## src/dahs_pkg.sv

```systemverilog
// Shared types, codes and step helpers for the dual-axis homing and stall supervisor.
package dahs_pkg;

  localparam int unsigned MaxCmd = 6;
  localparam int unsigned CmdIdxW = $clog2(MaxCmd);

  // Operation codes of an input item.
  localparam logic [2:0] MODE_TICK = 3'd0;
  localparam logic [2:0] MODE_MOVE = 3'd1;
  localparam logic [2:0] MODE_REF  = 3'd2;
  localparam logic [2:0] MODE_STOP = 3'd3;
  localparam logic [2:0] MODE_EN   = 3'd4;
  localparam logic [2:0] MODE_DIS  = 3'd5;

  // Command kinds.
  localparam logic [3:0] CMD_NONE      = 4'd0;
  localparam logic [3:0] CMD_MOVE      = 4'd1;
  localparam logic [3:0] CMD_NUDGE     = 4'd2;
  localparam logic [3:0] CMD_HOME_CW   = 4'd3;
  localparam logic [3:0] CMD_HOME_CCW  = 4'd4;
  localparam logic [3:0] CMD_BRAKE     = 4'd5;
  localparam logic [3:0] CMD_HOME_BOTH = 4'd6;
  localparam logic [3:0] CMD_STOP      = 4'd7;
  localparam logic [3:0] CMD_STOP_OFF  = 4'd8;
  localparam logic [3:0] CMD_ON        = 4'd9;

  // Homing phases.
  localparam logic [2:0] HP_IDLE    = 3'd0;
  localparam logic [2:0] HP_LEFT    = 3'd1;
  localparam logic [2:0] HP_RIGHT   = 3'd2;
  localparam logic [2:0] HP_BOTH    = 3'd3;
  localparam logic [2:0] HP_BACKOFF = 3'd4;

  // Configuration register indexes.
  localparam logic [2:0] CFG_SWAP    = 3'd0;
  localparam logic [2:0] CFG_ANGLE   = 3'd1;
  localparam logic [2:0] CFG_CURRENT = 3'd2;
  localparam logic [2:0] CFG_TIMEOUT = 3'd3;
  localparam logic [2:0] CFG_DRIFT   = 3'd4;
  localparam logic [2:0] CFG_SETTLE  = 3'd5;
  localparam logic [2:0] CFG_STALL   = 3'd6;

  // Status flag bits.
  localparam int ST_EN    = 0;
  localparam int ST_CAL   = 1;
  localparam int ST_CL    = 2;
  localparam int ST_CR    = 3;
  localparam int ST_STALL = 4;

  // Arm status after reset: enabled only.
  localparam logic [4:0] ArmRst = 5'b00001;

  // Homing flag bits.
  localparam int HF_BRK_L  = 0;
  localparam int HF_BRK_R  = 1;
  localparam int HF_DONE_L = 2;
  localparam int HF_DONE_R = 3;
  localparam int HF_SEQ    = 4;

  localparam logic [1:0] MP_IDLE = 2'd0;
  localparam logic [1:0] MP_ACK  = 2'd1;
  localparam logic [1:0] MP_MOVE = 2'd2;

  localparam logic [15:0] CtrlSelA     = 16'h0010;
  localparam logic [15:0] CtrlSelB     = 16'h0020;
  localparam logic [15:0] NudgeTicks   = 16'd10;
  localparam logic [7:0]  NudgeSpeed   = 8'd20;
  localparam logic [31:0] NudgeGapMs   = 32'd200;
  localparam logic [3:0]  RefOk        = 4'd1;

  typedef struct packed {
    logic [2:0]         mode;
    logic signed [15:0] pos_a;
    logic signed [15:0] pos_b;
    logic signed [15:0] aux_a;
    logic signed [15:0] aux_b;
    logic [3:0]         ref_a;
    logic [3:0]         ref_b;
    logic               endstop_left;
    logic               endstop_right;
    logic [31:0]        now_ms;
  } in_item_t;

  typedef struct packed {
    logic [3:0]         cmd_kind;
    logic [1:0]         cmd_channel;
    logic signed [15:0] cmd_pos_a;
    logic signed [15:0] cmd_pos_b;
    logic [7:0]         cmd_speed_a;
    logic [7:0]         cmd_speed_b;
    logic [1:0]         move_state;
    logic [4:0]         status_flags;
    logic               last;
  } out_item_t;

  typedef struct packed {
    logic [3:0]         kind;
    logic [1:0]         ch;
    logic signed [15:0] pa;
    logic signed [15:0] pb;
    logic [7:0]         sa;
    logic [7:0]         sb;
  } cmd_t;

  typedef struct packed {
    logic        swap_ch;
    logic [14:0] angle_limit_ticks;
    logic [14:0] stall_current_ma;
    logic [19:0] homing_timeout_ms;
    logic [9:0]  stall_drift_ticks;
    logic [15:0] settle_ms;
    logic [15:0] stall_hold_ms;
  } cfg_t;

  typedef struct packed {
    logic [1:0]         move_phase;
    logic               settling;
    logic [31:0]        settle_start;
    logic signed [15:0] target_left;
    logic signed [15:0] target_right;
    logic               stall_armed;
    logic [31:0]        stall_start;
    logic signed [15:0] stall_pos_left;
    logic signed [15:0] stall_pos_right;
    logic [2:0]         homing_phase;
    logic [1:0]         pending_side;
    logic [3:0]         lref_l;
    logic [3:0]         lref_r;
    logic [4:0]         homing_flags;
    logic [31:0]        homing_start;
    logic [31:0]        nudge_time;
    logic               nudge_was_left;
    logic [4:0]         arm_status;
  } st_t;

  // Working set of one step: the state so far and the commands so far.
  typedef struct packed {
    st_t                     s;
    cmd_t [MaxCmd-1:0]       c;
    logic [2:0]              n;
  } wk_t;

  // What the result buffer holds for one item.
  typedef struct packed {
    cmd_t [MaxCmd-1:0] c;
    logic [2:0]        n;
    logic [1:0]        move_state;
    logic [4:0]        status;
  } res_t;

  function automatic cmd_t mk_cmd(logic [3:0] kind, logic [1:0] ch,
                                  logic signed [15:0] pa, logic signed [15:0] pb,
                                  logic [7:0] sa, logic [7:0] sb);
    cmd_t c;
    c.kind = kind;
    c.ch   = ch;
    c.pa   = pa;
    c.pb   = pb;
    c.sa   = sa;
    c.sb   = sb;
    return c;
  endfunction

  function automatic logic [1:0] ch_left(logic sw);
    return sw ? 2'd2 : 2'd1;
  endfunction

  function automatic logic [1:0] ch_right(logic sw);
    return sw ? 2'd1 : 2'd2;
  endfunction

  function automatic logic [16:0] absdiff(logic signed [15:0] a, logic signed [15:0] b);
    logic [16:0] d;
    d = {a[15], a} - {b[15], b};
    return d[16] ? (17'd0 - d) : d;
  endfunction

  function automatic logic [15:0] abs16(logic signed [15:0] a);
    return a[15] ? (16'd0 - a) : a;
  endfunction

  function automatic wk_t emit(wk_t w, cmd_t c);
    wk_t r;
    r = w;
    if (w.n < 3'(MaxCmd)) begin
      r.c[w.n[CmdIdxW-1:0]] = c;
      r.n = w.n + 3'd1;
    end
    return r;
  endfunction

  function automatic wk_t disable_arm(wk_t w);
    wk_t r;
    r = emit(w, mk_cmd(CMD_STOP_OFF, 2'd0, 16'sd0, 16'sd0, 8'd0, 8'd0));
    r.s.arm_status[ST_EN] = 1'b0;
    r.s.move_phase = MP_IDLE;
    return r;
  endfunction

  function automatic wk_t end_homing(wk_t w);
    wk_t r;
    r = w;
    r.s.homing_flags[HF_SEQ] = 1'b0;
    r.s.arm_status[ST_CAL] = 1'b0;
    r.s.homing_phase = HP_IDLE;
    return r;
  endfunction

  function automatic wk_t start_ref(wk_t w, logic [3:0] side, logic [31:0] now,
                                    logic endl, logic endr, logic sw);
    wk_t  r;
    logic want_l;
    logic want_r;
    r = w;
    want_l = ((side == 4'd0) || (side == 4'd2)) && endl;
    want_r = ((side == 4'd1) || (side == 4'd2)) && endr;
    if (r.s.arm_status[ST_EN] && (r.s.homing_phase == HP_IDLE) && (side <= 4'd2)) begin
      r.s.lref_l = 4'd0;
      r.s.lref_r = 4'd0;
      r.s.homing_flags[HF_BRK_L] = 1'b0;
      r.s.homing_flags[HF_BRK_R] = 1'b0;
      r.s.homing_start = now;
      r.s.move_phase = MP_IDLE;
      r.s.arm_status[ST_STALL] = 1'b0;
      r.s.stall_armed = 1'b0;
      r.s.arm_status[ST_CAL] = 1'b1;
      if (want_l || want_r) begin
        r.s.homing_phase = HP_BACKOFF;
        r.s.pending_side = side[1:0];
        r.s.nudge_time = 32'd0;
      end else if (side == 4'd0) begin
        r.s.homing_phase = HP_LEFT;
        r = emit(r, mk_cmd(CMD_HOME_CW, ch_left(sw), 16'sd0, 16'sd0, 8'd0, 8'd0));
      end else if (side == 4'd1) begin
        r.s.homing_phase = HP_RIGHT;
        r = emit(r, mk_cmd(CMD_HOME_CCW, ch_right(sw), 16'sd0, 16'sd0, 8'd0, 8'd0));
      end else begin
        r.s.arm_status[ST_CL] = 1'b0;
        r.s.arm_status[ST_CR] = 1'b0;
        r.s.homing_phase = HP_BOTH;
        r.s.homing_flags = {1'b1, 2'b00, r.s.homing_flags[HF_BRK_R], r.s.homing_flags[HF_BRK_L]};
        r = emit(r, mk_cmd(CMD_HOME_BOTH, 2'd0, sw ? CtrlSelB : CtrlSelA,
                           sw ? CtrlSelA : CtrlSelB, 8'd0, 8'd0));
      end
    end
    return r;
  endfunction

  function automatic wk_t chain_ref(wk_t w, logic [3:0] side, logic [31:0] now,
                                    logic endl, logic endr, logic sw);
    wk_t r;
    r = w;
    r.s.homing_phase = HP_IDLE;
    r = start_ref(r, side, now, endl, endr, sw);
    if (r.s.homing_phase == HP_IDLE) begin
      r = end_homing(r);
    end
    return r;
  endfunction

endpackage

```

## src/dahs_step.sv

```systemverilog
// Combinational step: next state and commands for one registered input item.
module dahs_step (
  input  dahs_pkg::in_item_t item_i,
  input  dahs_pkg::cfg_t     cfg_i,
  input  dahs_pkg::st_t      st_i,
  output dahs_pkg::wk_t      wk_o
);

  dahs_pkg::wk_t      w;
  logic               sw;
  logic               endl;
  logic               endr;
  logic [31:0]        now;
  logic signed [15:0] cl;
  logic signed [15:0] cr;
  logic [3:0]         rl;
  logic [3:0]         rr;
  logic [15:0]        i1;
  logic [15:0]        i2;
  logic               in_tol;
  logic               need_l;
  logic               need_r;
  logic               nl;
  logic               nr;
  logic [1:0]         side_v;
  logic               ok_ref;
  logic signed [16:0] tl17;
  logic signed [16:0] tr17;
  logic signed [16:0] lim17;
  logic               move_ok;
  logic [7:0]         sl;
  logic [7:0]         sr;

  always_comb begin
    w      = '0;
    w.s    = st_i;
    sw     = cfg_i.swap_ch;
    endl   = item_i.endstop_left;
    endr   = item_i.endstop_right;
    now    = item_i.now_ms;
    cl     = sw ? item_i.pos_b : item_i.pos_a;
    cr     = sw ? item_i.pos_a : item_i.pos_b;
    rl     = sw ? item_i.ref_b : item_i.ref_a;
    rr     = sw ? item_i.ref_a : item_i.ref_b;
    i1     = dahs_pkg::abs16(item_i.aux_a);
    i2     = dahs_pkg::abs16(item_i.aux_b);
    in_tol = 1'b0;
    need_l = 1'b0;
    need_r = 1'b0;
    nl     = 1'b0;
    nr     = 1'b0;
    side_v = 2'd0;
    ok_ref = 1'b0;
    tl17   = {item_i.pos_a[15], item_i.pos_a};
    tr17   = {item_i.pos_b[15], item_i.pos_b};
    lim17  = {2'b00, cfg_i.angle_limit_ticks};
    sl     = item_i.aux_a[7:0];
    sr     = item_i.aux_b[7:0];
    move_ok = 1'b0;

    unique case (item_i.mode)
      dahs_pkg::MODE_TICK: begin
        // Move tracking: acknowledged, moving, settled.
        if (w.s.move_phase != dahs_pkg::MP_IDLE) begin
          in_tol = (dahs_pkg::absdiff(cl, w.s.target_left) <= 17'd1) &&
                   (dahs_pkg::absdiff(cr, w.s.target_right) <= 17'd1);
          if ((w.s.move_phase == dahs_pkg::MP_ACK) && !w.s.settling) begin
            w.s.settle_start = now;
            w.s.settling = 1'b1;
          end else if (in_tol) begin
            if (!w.s.settling) begin
              w.s.settle_start = now;
              w.s.settling = 1'b1;
            end else if ((now - w.s.settle_start) >= {16'd0, cfg_i.settle_ms}) begin
              w.s.move_phase = dahs_pkg::MP_IDLE;
              w.s.settling = 1'b0;
            end
          end else begin
            if (w.s.move_phase == dahs_pkg::MP_ACK) begin
              w.s.move_phase = dahs_pkg::MP_MOVE;
            end
            w.s.settling = 1'b0;
          end
        end

        // Stall guard: overcurrent while the position stays inside the drift window.
        if ((w.s.move_phase != dahs_pkg::MP_IDLE) && (w.s.homing_phase == dahs_pkg::HP_IDLE)) begin
          if ((i1 > {1'b0, cfg_i.stall_current_ma}) || (i2 > {1'b0, cfg_i.stall_current_ma})) begin
            if (!w.s.stall_armed) begin
              w.s.stall_start = now;
              w.s.stall_pos_left = cl;
              w.s.stall_pos_right = cr;
              w.s.stall_armed = 1'b1;
            end else if ((dahs_pkg::absdiff(cl, w.s.stall_pos_left) >
                          {7'd0, cfg_i.stall_drift_ticks}) ||
                         (dahs_pkg::absdiff(cr, w.s.stall_pos_right) >
                          {7'd0, cfg_i.stall_drift_ticks})) begin
              w.s.stall_start = now;
              w.s.stall_pos_left = cl;
              w.s.stall_pos_right = cr;
            end else if ((now - w.s.stall_start) >= {16'd0, cfg_i.stall_hold_ms}) begin
              w.s.arm_status[dahs_pkg::ST_STALL] = 1'b1;
              w.s.arm_status[dahs_pkg::ST_CL] = 1'b0;
              w.s.arm_status[dahs_pkg::ST_CR] = 1'b0;
              w.s.stall_armed = 1'b0;
              w = dahs_pkg::disable_arm(w);
            end
          end else begin
            w.s.stall_armed = 1'b0;
          end
        end

        if (rl != 4'd0) begin
          w.s.lref_l = rl;
        end
        if (rr != 4'd0) begin
          w.s.lref_r = rr;
        end

        if ((w.s.homing_phase != dahs_pkg::HP_IDLE) && (cfg_i.homing_timeout_ms != 20'd0) &&
            ((now - w.s.homing_start) > {12'd0, cfg_i.homing_timeout_ms})) begin
          w.s.arm_status[dahs_pkg::ST_CAL] = 1'b0;
          w.s.arm_status[dahs_pkg::ST_CL] = 1'b0;
          w.s.arm_status[dahs_pkg::ST_CR] = 1'b0;
          w.s.homing_phase = dahs_pkg::HP_IDLE;
          w.s.homing_flags[dahs_pkg::HF_SEQ] = 1'b0;
          w = dahs_pkg::disable_arm(w);
        end

        unique case (w.s.homing_phase)
          dahs_pkg::HP_LEFT: begin
            if (w.s.lref_l != 4'd0) begin
              ok_ref = (w.s.lref_l == dahs_pkg::RefOk);
              if (ok_ref) begin
                w.s.arm_status[dahs_pkg::ST_CL] = 1'b1;
              end
              if (w.s.homing_flags[dahs_pkg::HF_SEQ] && ok_ref) begin
                w = dahs_pkg::chain_ref(w, 4'd1, now, endl, endr, sw);
              end else begin
                w = dahs_pkg::end_homing(w);
              end
            end else if (endl && !w.s.homing_flags[dahs_pkg::HF_BRK_L]) begin
              w = dahs_pkg::emit(w, dahs_pkg::mk_cmd(dahs_pkg::CMD_BRAKE, dahs_pkg::ch_left(sw),
                                                    16'sd0, 16'sd0, 8'd0, 8'd0));
              w.s.homing_flags[dahs_pkg::HF_BRK_L] = 1'b1;
            end
          end
          dahs_pkg::HP_RIGHT: begin
            if (w.s.lref_r != 4'd0) begin
              if (w.s.lref_r == dahs_pkg::RefOk) begin
                w.s.arm_status[dahs_pkg::ST_CR] = 1'b1;
              end
              w = dahs_pkg::end_homing(w);
            end else if (endr && !w.s.homing_flags[dahs_pkg::HF_BRK_R]) begin
              w = dahs_pkg::emit(w, dahs_pkg::mk_cmd(dahs_pkg::CMD_BRAKE, dahs_pkg::ch_right(sw),
                                                    16'sd0, 16'sd0, 8'd0, 8'd0));
              w.s.homing_flags[dahs_pkg::HF_BRK_R] = 1'b1;
            end
          end
          dahs_pkg::HP_BOTH: begin
            if (!w.s.homing_flags[dahs_pkg::HF_DONE_L]) begin
              if (w.s.lref_l != 4'd0) begin
                w.s.homing_flags[dahs_pkg::HF_DONE_L] = 1'b1;
              end else if (endl && !w.s.homing_flags[dahs_pkg::HF_BRK_L]) begin
                w = dahs_pkg::emit(w, dahs_pkg::mk_cmd(dahs_pkg::CMD_BRAKE,
                                   dahs_pkg::ch_left(sw), 16'sd0, 16'sd0, 8'd0, 8'd0));
                w.s.homing_flags[dahs_pkg::HF_BRK_L] = 1'b1;
              end
            end
            if (!w.s.homing_flags[dahs_pkg::HF_DONE_R]) begin
              if (w.s.lref_r != 4'd0) begin
                w.s.homing_flags[dahs_pkg::HF_DONE_R] = 1'b1;
              end else if (endr && !w.s.homing_flags[dahs_pkg::HF_BRK_R]) begin
                w = dahs_pkg::emit(w, dahs_pkg::mk_cmd(dahs_pkg::CMD_BRAKE,
                                   dahs_pkg::ch_right(sw), 16'sd0, 16'sd0, 8'd0, 8'd0));
                w.s.homing_flags[dahs_pkg::HF_BRK_R] = 1'b1;
              end
            end
            if (w.s.homing_flags[dahs_pkg::HF_DONE_L] && w.s.homing_flags[dahs_pkg::HF_DONE_R]) begin
              ok_ref = (w.s.lref_l == dahs_pkg::RefOk) && (w.s.lref_r == dahs_pkg::RefOk);
              if (w.s.homing_flags[dahs_pkg::HF_SEQ] && ok_ref) begin
                w = dahs_pkg::chain_ref(w, 4'd0, now, endl, endr, sw);
              end else begin
                w = dahs_pkg::end_homing(w);
              end
            end
          end
          dahs_pkg::HP_BACKOFF: begin
            need_l = (w.s.pending_side == 2'd0) || (w.s.pending_side == 2'd2);
            need_r = (w.s.pending_side == 2'd1) || (w.s.pending_side == 2'd2);
            nl = need_l && endl;
            nr = need_r && endr;
            if (!nl && !nr) begin
              side_v = w.s.pending_side;
              w.s.pending_side = 2'd0;
              w.s.homing_phase = dahs_pkg::HP_IDLE;
              w.s.arm_status[dahs_pkg::ST_CAL] = 1'b0;
              w = dahs_pkg::start_ref(w, {2'b00, side_v}, now, endl, endr, sw);
            end else if ((now - w.s.nudge_time) >= dahs_pkg::NudgeGapMs) begin
              // Nudges alternate between sides while both endstops are held.
              if (nl && (!nr || !w.s.nudge_was_left)) begin
                w = dahs_pkg::emit(w, dahs_pkg::mk_cmd(dahs_pkg::CMD_NUDGE,
                                   dahs_pkg::ch_left(sw), cl - dahs_pkg::NudgeTicks, 16'sd0,
                                   dahs_pkg::NudgeSpeed, 8'd0));
                w.s.nudge_was_left = 1'b1;
              end else if (nr) begin
                w = dahs_pkg::emit(w, dahs_pkg::mk_cmd(dahs_pkg::CMD_NUDGE,
                                   dahs_pkg::ch_right(sw), cr + dahs_pkg::NudgeTicks, 16'sd0,
                                   dahs_pkg::NudgeSpeed, 8'd0));
                w.s.nudge_was_left = 1'b0;
              end
              w.s.nudge_time = now;
            end
          end
          default: begin
          end
        endcase
      end

      dahs_pkg::MODE_MOVE: begin
        move_ok = w.s.arm_status[dahs_pkg::ST_CL] && w.s.arm_status[dahs_pkg::ST_CR] &&
                  w.s.arm_status[dahs_pkg::ST_EN] &&
                  !(endl && (tl17 > 17'sd0)) && !(endr && (tr17 < 17'sd0)) &&
                  !((lim17 != 17'sd0) && ((tl17 > 17'sd0) || (tl17 < -lim17) ||
                                          (tr17 < 17'sd0) || (tr17 > lim17)));
        if (move_ok) begin
          w = dahs_pkg::emit(w, dahs_pkg::mk_cmd(dahs_pkg::CMD_MOVE, 2'd0,
                             sw ? item_i.pos_b : item_i.pos_a,
                             sw ? item_i.pos_a : item_i.pos_b,
                             sw ? sr : sl, sw ? sl : sr));
          w.s.target_left  = item_i.pos_a;
          w.s.target_right = item_i.pos_b;
          w.s.settling     = 1'b0;
          w.s.settle_start = 32'd0;
          w.s.stall_armed  = 1'b0;
          w.s.stall_start  = 32'd0;
          w.s.arm_status[dahs_pkg::ST_STALL] = 1'b0;
          w.s.move_phase   = dahs_pkg::MP_ACK;
        end
      end

      dahs_pkg::MODE_REF: begin
        w = dahs_pkg::start_ref(w, item_i.ref_a, now, endl, endr, sw);
      end

      dahs_pkg::MODE_STOP: begin
        if (w.s.homing_phase != dahs_pkg::HP_IDLE) begin
          w = dahs_pkg::end_homing(w);
        end
        w = dahs_pkg::emit(w, dahs_pkg::mk_cmd(dahs_pkg::CMD_STOP, 2'd0,
                                              16'sd0, 16'sd0, 8'd0, 8'd0));
        w.s.move_phase = dahs_pkg::MP_IDLE;
      end

      dahs_pkg::MODE_EN: begin
        w.s.arm_status[dahs_pkg::ST_EN] = 1'b1;
        w = dahs_pkg::emit(w, dahs_pkg::mk_cmd(dahs_pkg::CMD_ON, 2'd0,
                                              16'sd0, 16'sd0, 8'd0, 8'd0));
      end

      dahs_pkg::MODE_DIS: begin
        w = dahs_pkg::disable_arm(w);
      end

      default: begin
      end
    endcase

    // An item without a command still reports the status once.
    if (w.n == 3'd0) begin
      w = dahs_pkg::emit(w, dahs_pkg::mk_cmd(dahs_pkg::CMD_NONE, 2'd0,
                                            16'sd0, 16'sd0, 8'd0, 8'd0));
    end
  end

  assign wk_o = w;

endmodule

```

## src/dahs_outbuf.sv

```systemverilog
// Result register that holds the commands of one item and hands them out one per transfer.
module dahs_outbuf (
  input  logic                 clk_i,
  input  logic                 rst_ni,
  input  logic                 load_i,
  input  dahs_pkg::res_t       res_i,
  output logic                 free_o,
  output logic                 out_valid_o,
  input  logic                 out_stall_i,
  output dahs_pkg::out_item_t  out_item_o
);

  logic                                bv_q;
  logic                                bv_d;
  logic [dahs_pkg::CmdIdxW-1:0]        idx_q;
  logic [dahs_pkg::CmdIdxW-1:0]        idx_d;
  dahs_pkg::res_t                      res_q;
  logic                                is_last;
  logic                                take;
  dahs_pkg::cmd_t                      cur;

  assign cur     = res_q.c[idx_q];
  assign is_last = ({1'b0, idx_q} + 4'd1) >= {1'b0, res_q.n};
  assign take    = bv_q && !out_stall_i;
  assign free_o  = !bv_q || (take && is_last);

  always_comb begin
    bv_d  = bv_q;
    idx_d = idx_q;
    if (load_i) begin
      bv_d  = 1'b1;
      idx_d = '0;
    end else if (take) begin
      if (is_last) begin
        bv_d = 1'b0;
      end else begin
        idx_d = idx_q + 1'b1;
      end
    end
  end

  always_ff @(posedge clk_i or negedge rst_ni) begin
    if (!rst_ni) begin
      bv_q  <= 1'b0;
      idx_q <= '0;
    end else begin
      bv_q  <= bv_d;
      idx_q <= idx_d;
    end
  end

  always_ff @(posedge clk_i) begin
    if (load_i) begin
      res_q <= res_i;
    end
  end

  assign out_valid_o              = bv_q;
  assign out_item_o.cmd_kind      = cur.kind;
  assign out_item_o.cmd_channel   = cur.ch;
  assign out_item_o.cmd_pos_a     = cur.pa;
  assign out_item_o.cmd_pos_b     = cur.pb;
  assign out_item_o.cmd_speed_a   = cur.sa;
  assign out_item_o.cmd_speed_b   = cur.sb;
  assign out_item_o.move_state    = res_q.move_state;
  assign out_item_o.status_flags  = res_q.status;
  assign out_item_o.last          = is_last;

endmodule

```

## src/dual_axis_homing_stall_supervisor_core.sv

```systemverilog
// Top level of the dual-axis homing and stall supervisor.
//
// Input channel: in_valid_i / in_stall_o carry one operation per transfer (tick with
// motor feedback, move, reference, stop, enable, disable). Output channel:
// out_valid_o / out_stall_i carry the resulting motor commands, one per transfer, with
// the arm status after the operation; last marks the final command of an operation.
// An operation that causes no command still yields one result of kind none.
// Path: an accepted item is held in the input register, is evaluated in a single
// pass once the result register is free, and its results are presented from there.
// Throughput: one item per cycle while each item gives one result and the receiver does
// not stall; an item with n results (up to six) occupies the result register for n
// transfers, so the sustained rate is set by the number of results per item.
// A stalled receiver holds the current result; the input register keeps taking one item
// and then stalls the sender until the result register drains.
// Configuration writes are taken at any edge with cfg_we_i high and are meant for idle
// periods. Reset clears all channel state, the arm reports enabled only, and the
// registers take their documented defaults.
module dual_axis_homing_stall_supervisor_core #(
  parameter int unsigned TICKS_PER_REV = 4096
) (
  input  logic                clk_i,
  input  logic                rst_ni,
  input  logic                in_valid_i,
  output logic                in_stall_o,
  input  dahs_pkg::in_item_t  in_item_i,
  output logic                out_valid_o,
  input  logic                out_stall_i,
  output dahs_pkg::out_item_t out_item_o,
  input  logic                cfg_we_i,
  input  logic [2:0]          cfg_idx_i,
  input  logic [19:0]         cfg_wdata_i
);

  localparam int unsigned AngleRst = 60 * TICKS_PER_REV / 360;
  localparam int unsigned DriftRst = 24 * TICKS_PER_REV / 3600;

  dahs_pkg::cfg_t     cfg_q;
  dahs_pkg::cfg_t     cfg_d;
  dahs_pkg::st_t      st_q;
  dahs_pkg::in_item_t item_q;
  logic               iv_q;
  logic               iv_d;
  logic               fire;
  logic               in_take;
  logic               buf_free;
  dahs_pkg::wk_t      wk;
  dahs_pkg::res_t     res;

  assign fire       = iv_q && buf_free;
  assign in_stall_o = iv_q && !fire;
  assign in_take    = in_valid_i && !in_stall_o;

  always_comb begin
    iv_d = iv_q;
    if (in_take) begin
      iv_d = 1'b1;
    end else if (fire) begin
      iv_d = 1'b0;
    end
  end

  always_ff @(posedge clk_i or negedge rst_ni) begin
    if (!rst_ni) begin
      iv_q <= 1'b0;
    end else begin
      iv_q <= iv_d;
    end
  end

  always_ff @(posedge clk_i) begin
    if (in_take) begin
      item_q <= in_item_i;
    end
  end

  always_comb begin
    cfg_d = cfg_q;
    if (cfg_we_i) begin
      unique case (cfg_idx_i)
        dahs_pkg::CFG_SWAP:    cfg_d.swap_ch           = cfg_wdata_i[0];
        dahs_pkg::CFG_ANGLE:   cfg_d.angle_limit_ticks = cfg_wdata_i[14:0];
        dahs_pkg::CFG_CURRENT: cfg_d.stall_current_ma  = cfg_wdata_i[14:0];
        dahs_pkg::CFG_TIMEOUT: cfg_d.homing_timeout_ms = cfg_wdata_i;
        dahs_pkg::CFG_DRIFT:   cfg_d.stall_drift_ticks = cfg_wdata_i[9:0];
        dahs_pkg::CFG_SETTLE:  cfg_d.settle_ms         = cfg_wdata_i[15:0];
        dahs_pkg::CFG_STALL:   cfg_d.stall_hold_ms     = cfg_wdata_i[15:0];
        default: begin
        end
      endcase
    end
  end

  always_ff @(posedge clk_i or negedge rst_ni) begin
    if (!rst_ni) begin
      cfg_q.swap_ch           <= 1'b0;
      cfg_q.angle_limit_ticks <= 15'(AngleRst);
      cfg_q.stall_current_ma  <= 15'd3000;
      cfg_q.homing_timeout_ms <= 20'd10000;
      cfg_q.stall_drift_ticks <= 10'(DriftRst);
      cfg_q.settle_ms         <= 16'd100;
      cfg_q.stall_hold_ms     <= 16'd200;
    end else begin
      cfg_q <= cfg_d;
    end
  end

  dahs_step u_step (
    .item_i (item_q),
    .cfg_i  (cfg_q),
    .st_i   (st_q),
    .wk_o   (wk)
  );

  always_ff @(posedge clk_i or negedge rst_ni) begin
    if (!rst_ni) begin
      st_q <= '{arm_status: dahs_pkg::ArmRst, default: '0};
    end else if (fire) begin
      st_q <= wk.s;
    end
  end

  assign res.c          = wk.c;
  assign res.n          = wk.n;
  assign res.move_state = wk.s.move_phase;
  assign res.status     = wk.s.arm_status;

  dahs_outbuf u_outbuf (
    .clk_i       (clk_i),
    .rst_ni      (rst_ni),
    .load_i      (fire),
    .res_i       (res),
    .free_o      (buf_free),
    .out_valid_o (out_valid_o),
    .out_stall_i (out_stall_i),
    .out_item_o  (out_item_o)
  );

`ifndef SYNTHESIS
  // Every evaluated item produces at least one result.
  a_fire_has_result: assert property (@(posedge clk_i) disable iff (!rst_ni)
    fire |-> (wk.n != 3'd0))
    else $error("item evaluated without a result");

  // A result that is not the last of its item is followed by another one.
  a_more_follows: assert property (@(posedge clk_i) disable iff (!rst_ni)
    (out_valid_o && !out_item_o.last && !out_stall_i) |=> out_valid_o)
    else $error("result stream cut before last");

  // The sender is only stalled while the input register holds an item.
  a_stall_needs_item: assert property (@(posedge clk_i) disable iff (!rst_ni)
    in_stall_o |-> iv_q)
    else $error("input stalled with empty input register");

  // Move tracking never reaches an unused phase code.
  a_phase_range: assert property (@(posedge clk_i) disable iff (!rst_ni)
    st_q.move_phase != 2'd3)
    else $error("move phase out of range");
`endif

endmodule
```

## config.mk

```make
export PLATFORM = sky130hd
export DESIGN_NAME = dual_axis_homing_stall_supervisor_core
export DESIGN_NICKNAME = d
export VERILOG_FILES = /design/src/dahs_pkg.sv /design/src/dahs_step.sv /design/src/dahs_outbuf.sv /design/src/dual_axis_homing_stall_supervisor_core.sv
export SDC_FILE = /design/constraint.sdc
export NUM_CORES = 2
export LEC_CHECK = 0
export ABC_AREA = 0
export BUFFER_PORTS_ARGS = -buffer_cell sky130_fd_sc_hd__buf_2
export CAP_MARGIN = 20
export CORE_MARGIN = 2
export CORE_UTILIZATION = 55
export DETAILED_ROUTE_END_ITERATION = 10
export PLACE_DENSITY = 0.75
export SETUP_SLACK_MARGIN = 0.4
export SKIP_LAST_GASP = 1
export SLEW_MARGIN = 40
export SYNTH_ARGS = -nofsm -noshare
export SYNTH_HDL_FRONTEND = slang
export SYNTH_HIERARCHICAL = 1
export SYNTH_SLANG_ARGS = --single-unit
```

## constraint.sdc

```tcl
create_clock -name clk_i -period 10.3 [get_ports clk_i]
set_input_delay 0.515 -clock clk_i [delete_from_list [all_inputs] [get_ports clk_i]]
set_output_delay 0.515 -clock clk_i [all_outputs]
set_load 0.01 [all_outputs]
```

# Yosys cells after proc, flatten, opt, wreduce, memory -nomap -nowiden
# Index checks and enable logic that the tools add are counted.
# Widths: inputs -> output; s select.
# classes
addsub	25
reduce_logical	98
n_lt_le_gt_ge	36
mux	149
n_eq_ne	25
bitwise_logic	8
# op_table
cell	count
$mux 547	27
$mux 327	15
$pmux 547 s6	1
$bwmux 324	9
$mux 415	6
$pmux 547 s4	1
$mux 333	4
$mux 399	3
$mux 398	3
$demux 54 s3	6
$mux 414	2
$mux 413	2
$mux 545	1
$mux 479	1
$mux 401	1
$mux 400	1
$mux 54	7
$mux 365	1
$and 324x324->324	1
$not 324->324	1
$and 318x318->318	1
$not 318->318	1
$and 306x306->306	1
$not 306->306	1
65 further kinds	244
# totals
wordCells	418
out_inout_bits	64
register_bits	761

# Longest topological paths before layout
# depth
depth_word	73
mapped_depth	47
depth_no_buf	42

# Modules after synthesis
# The synthesis kept the hierarchy.
# modules_own_cells
module	instances	cells_each	area_per_inst_um2
dahs_step	1	4527	28832.7
dual_axis_homing_stall_supervisor_core	1	782	15235.9
dahs_outbuf	1	618	12924.9

# Least setup slack after synthesis
# No wires, ideal clock.
# synth_timing
path_kind	register -> register
start	reg cfg_q[92] (netlist bit)
end	reg u_outbuf/res_q[45] (netlist bit) (data pin)
t_arrival_ps	10509
path_buffers	6
synth_period_minus_slack_ps	10785
stages_incl_launch_ff	44
t_required_ps	10024
setup_ps	276
path_slack_ps	-485
path_cell_list	dfrtp_1 > buf_1 > clkbuf_1 > clkbuf_1 > buf_1 > clkbuf_1 > mux2i_1 > ha_1 > inv_1 > fa_1 > a21o_1 > a221oi_1 > xnor2_1 > a2111oi_0 > and4_1 > clkbuf_1 > nor2_1 > xor2_1 > [8 not listed] > and4_1 > inv_1 > ha_1 > a21oi_1 > a2bb2oi_1 > nor2_1 > a221o_1 > inv_1 > ha_1 > nand2_1 > o21ai_0 > a211oi_1 > o41a_1 > a31o_2 > ha_1 > and3_1 > o2111a_1 > o32ai_1
# synth_lines
item	line_no	source
start: declaration	dual_axis_homing_stall_supervisor_core.sv:37	dahs_pkg::cfg_t cfg_q;
start signal: assignment	dual_axis_homing_stall_supervisor_core.sv:103	cfg_q <= cfg_d;
end signal: assignment	dahs_outbuf.sv:54	res_q <= res_i;
end: declaration	dahs_outbuf.sv:17	dahs_pkg::res_t res_q;

==> impl_metrics.csv <==
group,metric,value,unit
global_routing,track_usage,0.344,
setup_path,cp.arrival,9.89,ns
drt,vias_per_cell,6.44,
global_routing,grt_pass1_wl,282000,um
yosys,ys_ff_latch,761,
global_routing,antenna_found_initial,6,
yosys,yosys.area.top_type,"edfxtp_1",
cts,root_buffer,"clkbuf_16",
global_routing,first_global_vias,46700,
setup_path,r2r_end,"u_outbuf/res_q[56]",
cts,insertion_delay,0.69,ns
yosys,yosys.cell_types.count,110,
power,pwr-share-seq,0.274,
worst_hold_path,min_path_cells,1,
yosys,synthesis.area,57000,um^2
setup_path,r2r-start,"cfg_q[92]",
die,top_level_ports,201,
placement,io_buffer_count,200,
yosys,synth_top_area_frac,0.233,
finish,syn_to_final_growth,9.76,%
outcome,outcome,"completed",
power,sw_frac_of_total,0.455,
cts,clock_path_buffers,3,
power,power.density,302,nW/um^2
power,internal_power,10.3,mW
setup_path,crit_required,10.69,ns
finish,drive_gt1_frac,0.160,
sta,finClkSkew,0.0451,ns
yosys,yosys.area_share.simple,0.146,
sta,worstMarginPinSlew,0.914,ns
power,switchingPower,8.61,mW
setup_path,slowest_delay,0.71,ns
sta,final-setup-viol-count,0,
yosys,synth_ff_type,"edfxtp_1",
drt,first_pass_iters,9,
cts,cts_tree,"built",
sta,clock.fmax,105,MHz
placement,detailed_place_hpwl,138000,um
sta,relSlewSlack,0.375,
yosys,synthAdderAreaFrac,0.0787,
setup_path,reg2reg_slack,0.81,ns
sta,rsz0062_at_grt,"no",
cts,clock-sinks,761,
sta,min_period,9.49,ns
die,initial_core_util,0.552,
power,clock_power_share,0.165,
setup_path,crit_path_end_kind,"flop",
placement,place.gp.congestion,1.02,
finish,design_area,62600,um^2
cts,path_clk_slew,0.07,ns
die,die_x,326,um
yosys,synthTopCellsByCount,"453 x nand2_1, 443 x edfxtp_1, 438 x inv_1",
die,dieArea,106000,um^2
worst_hold_path,worstHoldStart,"in_item_i[71]",
die,rows,118,
yosys,yosysMostFrequentCell,"nand2_1",
flow_run,maxCapViolCount,0,
worst_hold_path,hold_class,"input port to flop",
global_routing,grt_max_degree,118,
power,comb_power_share,0.560,
power,p_total,18.9,mW
drt,routedWlPerCell,24.7,um
sta,fin_setup_tns,0,ns
drt,vias,48900,
cts,numCtsBuffers,85,
yosys,synth_area_leaders,"edfxtp_1 23%, dfrtp_1 13%, ha_1 7.6%, mux2_2 5.8%, nand2_1 3.0%",
drt,ant_nets,0,
setup_path,r2r_cells,33,
drt,totalWireLength,187000,um
yosys,synth_compound_area_frac,0.183,
yosys,ys_async_sr_fraction,0.418,
die,core_region_area,103000,um^2
drt,drtIter0Drc,5541,
finish,fin_cells,7581,
power,ir_worst_vdd,0.293,mV
finish,finalNetCount,6619,
sta,drv_slew,0,
cts,htreeDepth,3,
sta,holdWs,0.0343,ns
finish,fillers,8615,
finish,multi_input_area,32100,um^2
yosys,synth_top_family_by_area,"compound AO/OA/AOI/OAI gates",
setup_path,crit_top_cell,"ha_1",
yosys,synthXorXnorAreaFrac,0.0283,
placement,dpl-instance-area,58600,um^2
yosys,synth-edff-count,443,
setup_path,path_class,"flop to flop",
setup_path,cp_slowest_cell,"or4_1",
setup_path,crit_fanout,11,
yosys,syn_inst,5927,
die,die_y,326,um
sta,period_share,0.922,
yosys,ys_seq_area_frac,0.374,
drt,route.detailed.drc,0,
yosys,syn_avg_cell_area,9.62,um^2
finish,seqCellArea,21300,um^2
setup_path,worst_setup_path_start_kind,"flop",
yosys,synth.area.mux_share,0.110,
placement,place_inst,7334,
yosys,yosys_warnings,6,
worst_hold_path,holdPathEnd,"item_q[71]",
power,p_leak,25.3,nW
global_routing,gr-total-overflow,0,
sta,hold_violations,0,
[through the flow]
| stage | worst slack [ns] | util |
|---|---|---|
| after CTS | 0.460 | 0.603 |
| after global placement | 0.561 | 0.567 |
| after global routing | 0.370 | 0.606 |
| final | 0.808 | 0.606 |
| after detailed placement | 0.398 | 0.568 |
| after floorplan | 0.473 | - |
[registers in the layout, summed over array words and instances (netlist names)]
register and count:
cfg_q 93, u_outbuf/idx_q 3, u_outbuf/res_q 327, u_outbuf/out_item_o 7
st_q 220, item_q 109, u_outbuf/out_valid_o 1, iv_q 1
[power by group through the flow]
| stage | Combinational (mW) | Sequential (mW) | Clock (mW) |
|---|---|---|---|
| after floorplan | 7.51 | 4.93 | 0 |
| after global placement | 10.0 | 5.16 | 0 |
| after detailed placement | 10.2 | 5.22 | 0 |
| after CTS | 10.3 | 5.17 | 3.18 |
| after global routing | 11.5 | 5.27 | 3.30 |
| final | 10.6 | 5.19 | 3.13 |
[routing by layer]
| layer | GRT usage | part of all wire | vias up |
|---|---|---|---|
| met5 | 0 | 0.000069 | - |
| met4 | 0.198 | 0.068 | 2 |
| met3 | 0.0529 | 0.078 | 606 |
| met2 | 0.547 | 0.45 | 2386 |
| met1 | 0.448 | 0.40 | 23700 |
| li1 | - | - | 22100 |
[cells by family after synthesis]
logic type / after synthesis
compound gates: 1549
mux: 508
flops: 761
buf+inv: 927
simple gates: 1643
fa+ha+maj: 354
other cells: 1
xor+xnor: 184
[how the worst max path moves through the flow]
stage / startpoint / to / slack (ns) / depth (start not counted)
final: cfg_q[92] / u_outbuf/res_q[56] / 0.81 / 33
after global routing: cfg_q[92] / u_outbuf/res_q[56] / 0.37 / 38
after CTS: cfg_q[92] / u_outbuf/res_q[56] / 0.46 / 38
after detailed placement: cfg_q[92] / u_outbuf/res_q[45] / 0.40 / 38
after global placement: cfg_q[92] / u_outbuf/res_q[45] / 0.56 / 38
after floorplan: cfg_q[92] / u_outbuf/res_q[45] / 0.47 / 43
[area by class of cell]
| cell class | instances | share of cell area |
|---|---|---|
| antenna | 2 | 0.0000800 |
| clock buffer | 103 | 0.0361 |
| clock inverter | 54 | 0.00968 |
| inverter | 450 | 0.0270 |
| multi-input combinational | 4428 | 0.513 |
| sequential | 761 | 0.341 |
| tap | 1380 | 0.0276 |
| timing repair buffer | 403 | 0.0459 |
[repair_timing]
| action | CTS | global route |
|---|---|---|
| buffers inserted | 0 | 10 |
| hold endpoints to repair | 160 | 0 |
| endpoints found under the setup margin | 8 | 42 |
| pin swaps | 0 | 7 |
| resized for setup | 1 | 38 |
| hold buffers | 76 | 0 |
[worst max-delay path, delay by kind of cell, from the launching register on]
| kind | cells | cell delay (ns) |
|---|---|---|
| multiplexers | 1 | 0.33 |
| AO/OA/AOI/OAI | 15 | 3.45 |
| AND/OR/NAND/NOR | 9 | 3.06 |
| buffers and inverters | 4 | 0.72 |
| adder cells (fa/ha/maj) | 4 | 1.12 |
| flip-flops | 1 | 0.50 |
[cell usage in the layout (no fill, tap or decap), types with 39 or more instances in the layout]
cell type and instances:
nand4_1 70, o211ai_1 58, and2_1 60, nor2b_1 42, o31ai_1 39, conb_1 190
nor3_1 106, nand3_1 163, a31oi_1 77, nand2b_1 69, o21a_1 53, buf_4 110
a22oi_1 52, dfrtp_1 286, xnor2_1 131, buf_2 200, mux2i_1 108, mux4_2 54
mux2_2 296, o22ai_1 120, or3_1 47, xor2_1 52, clkbuf_16 85, a21o_1 99
ha_1 343, and3_1 51, nor2_1 339, dlygate4sd3_1 76, a211oi_1 60, or4_1 53
a22o_1 55, edfxtp_1 443, o21ai_0 272, nand2_1 453, inv_1 437, a21oi_1 297
Power figures use the tool's default switching activity.
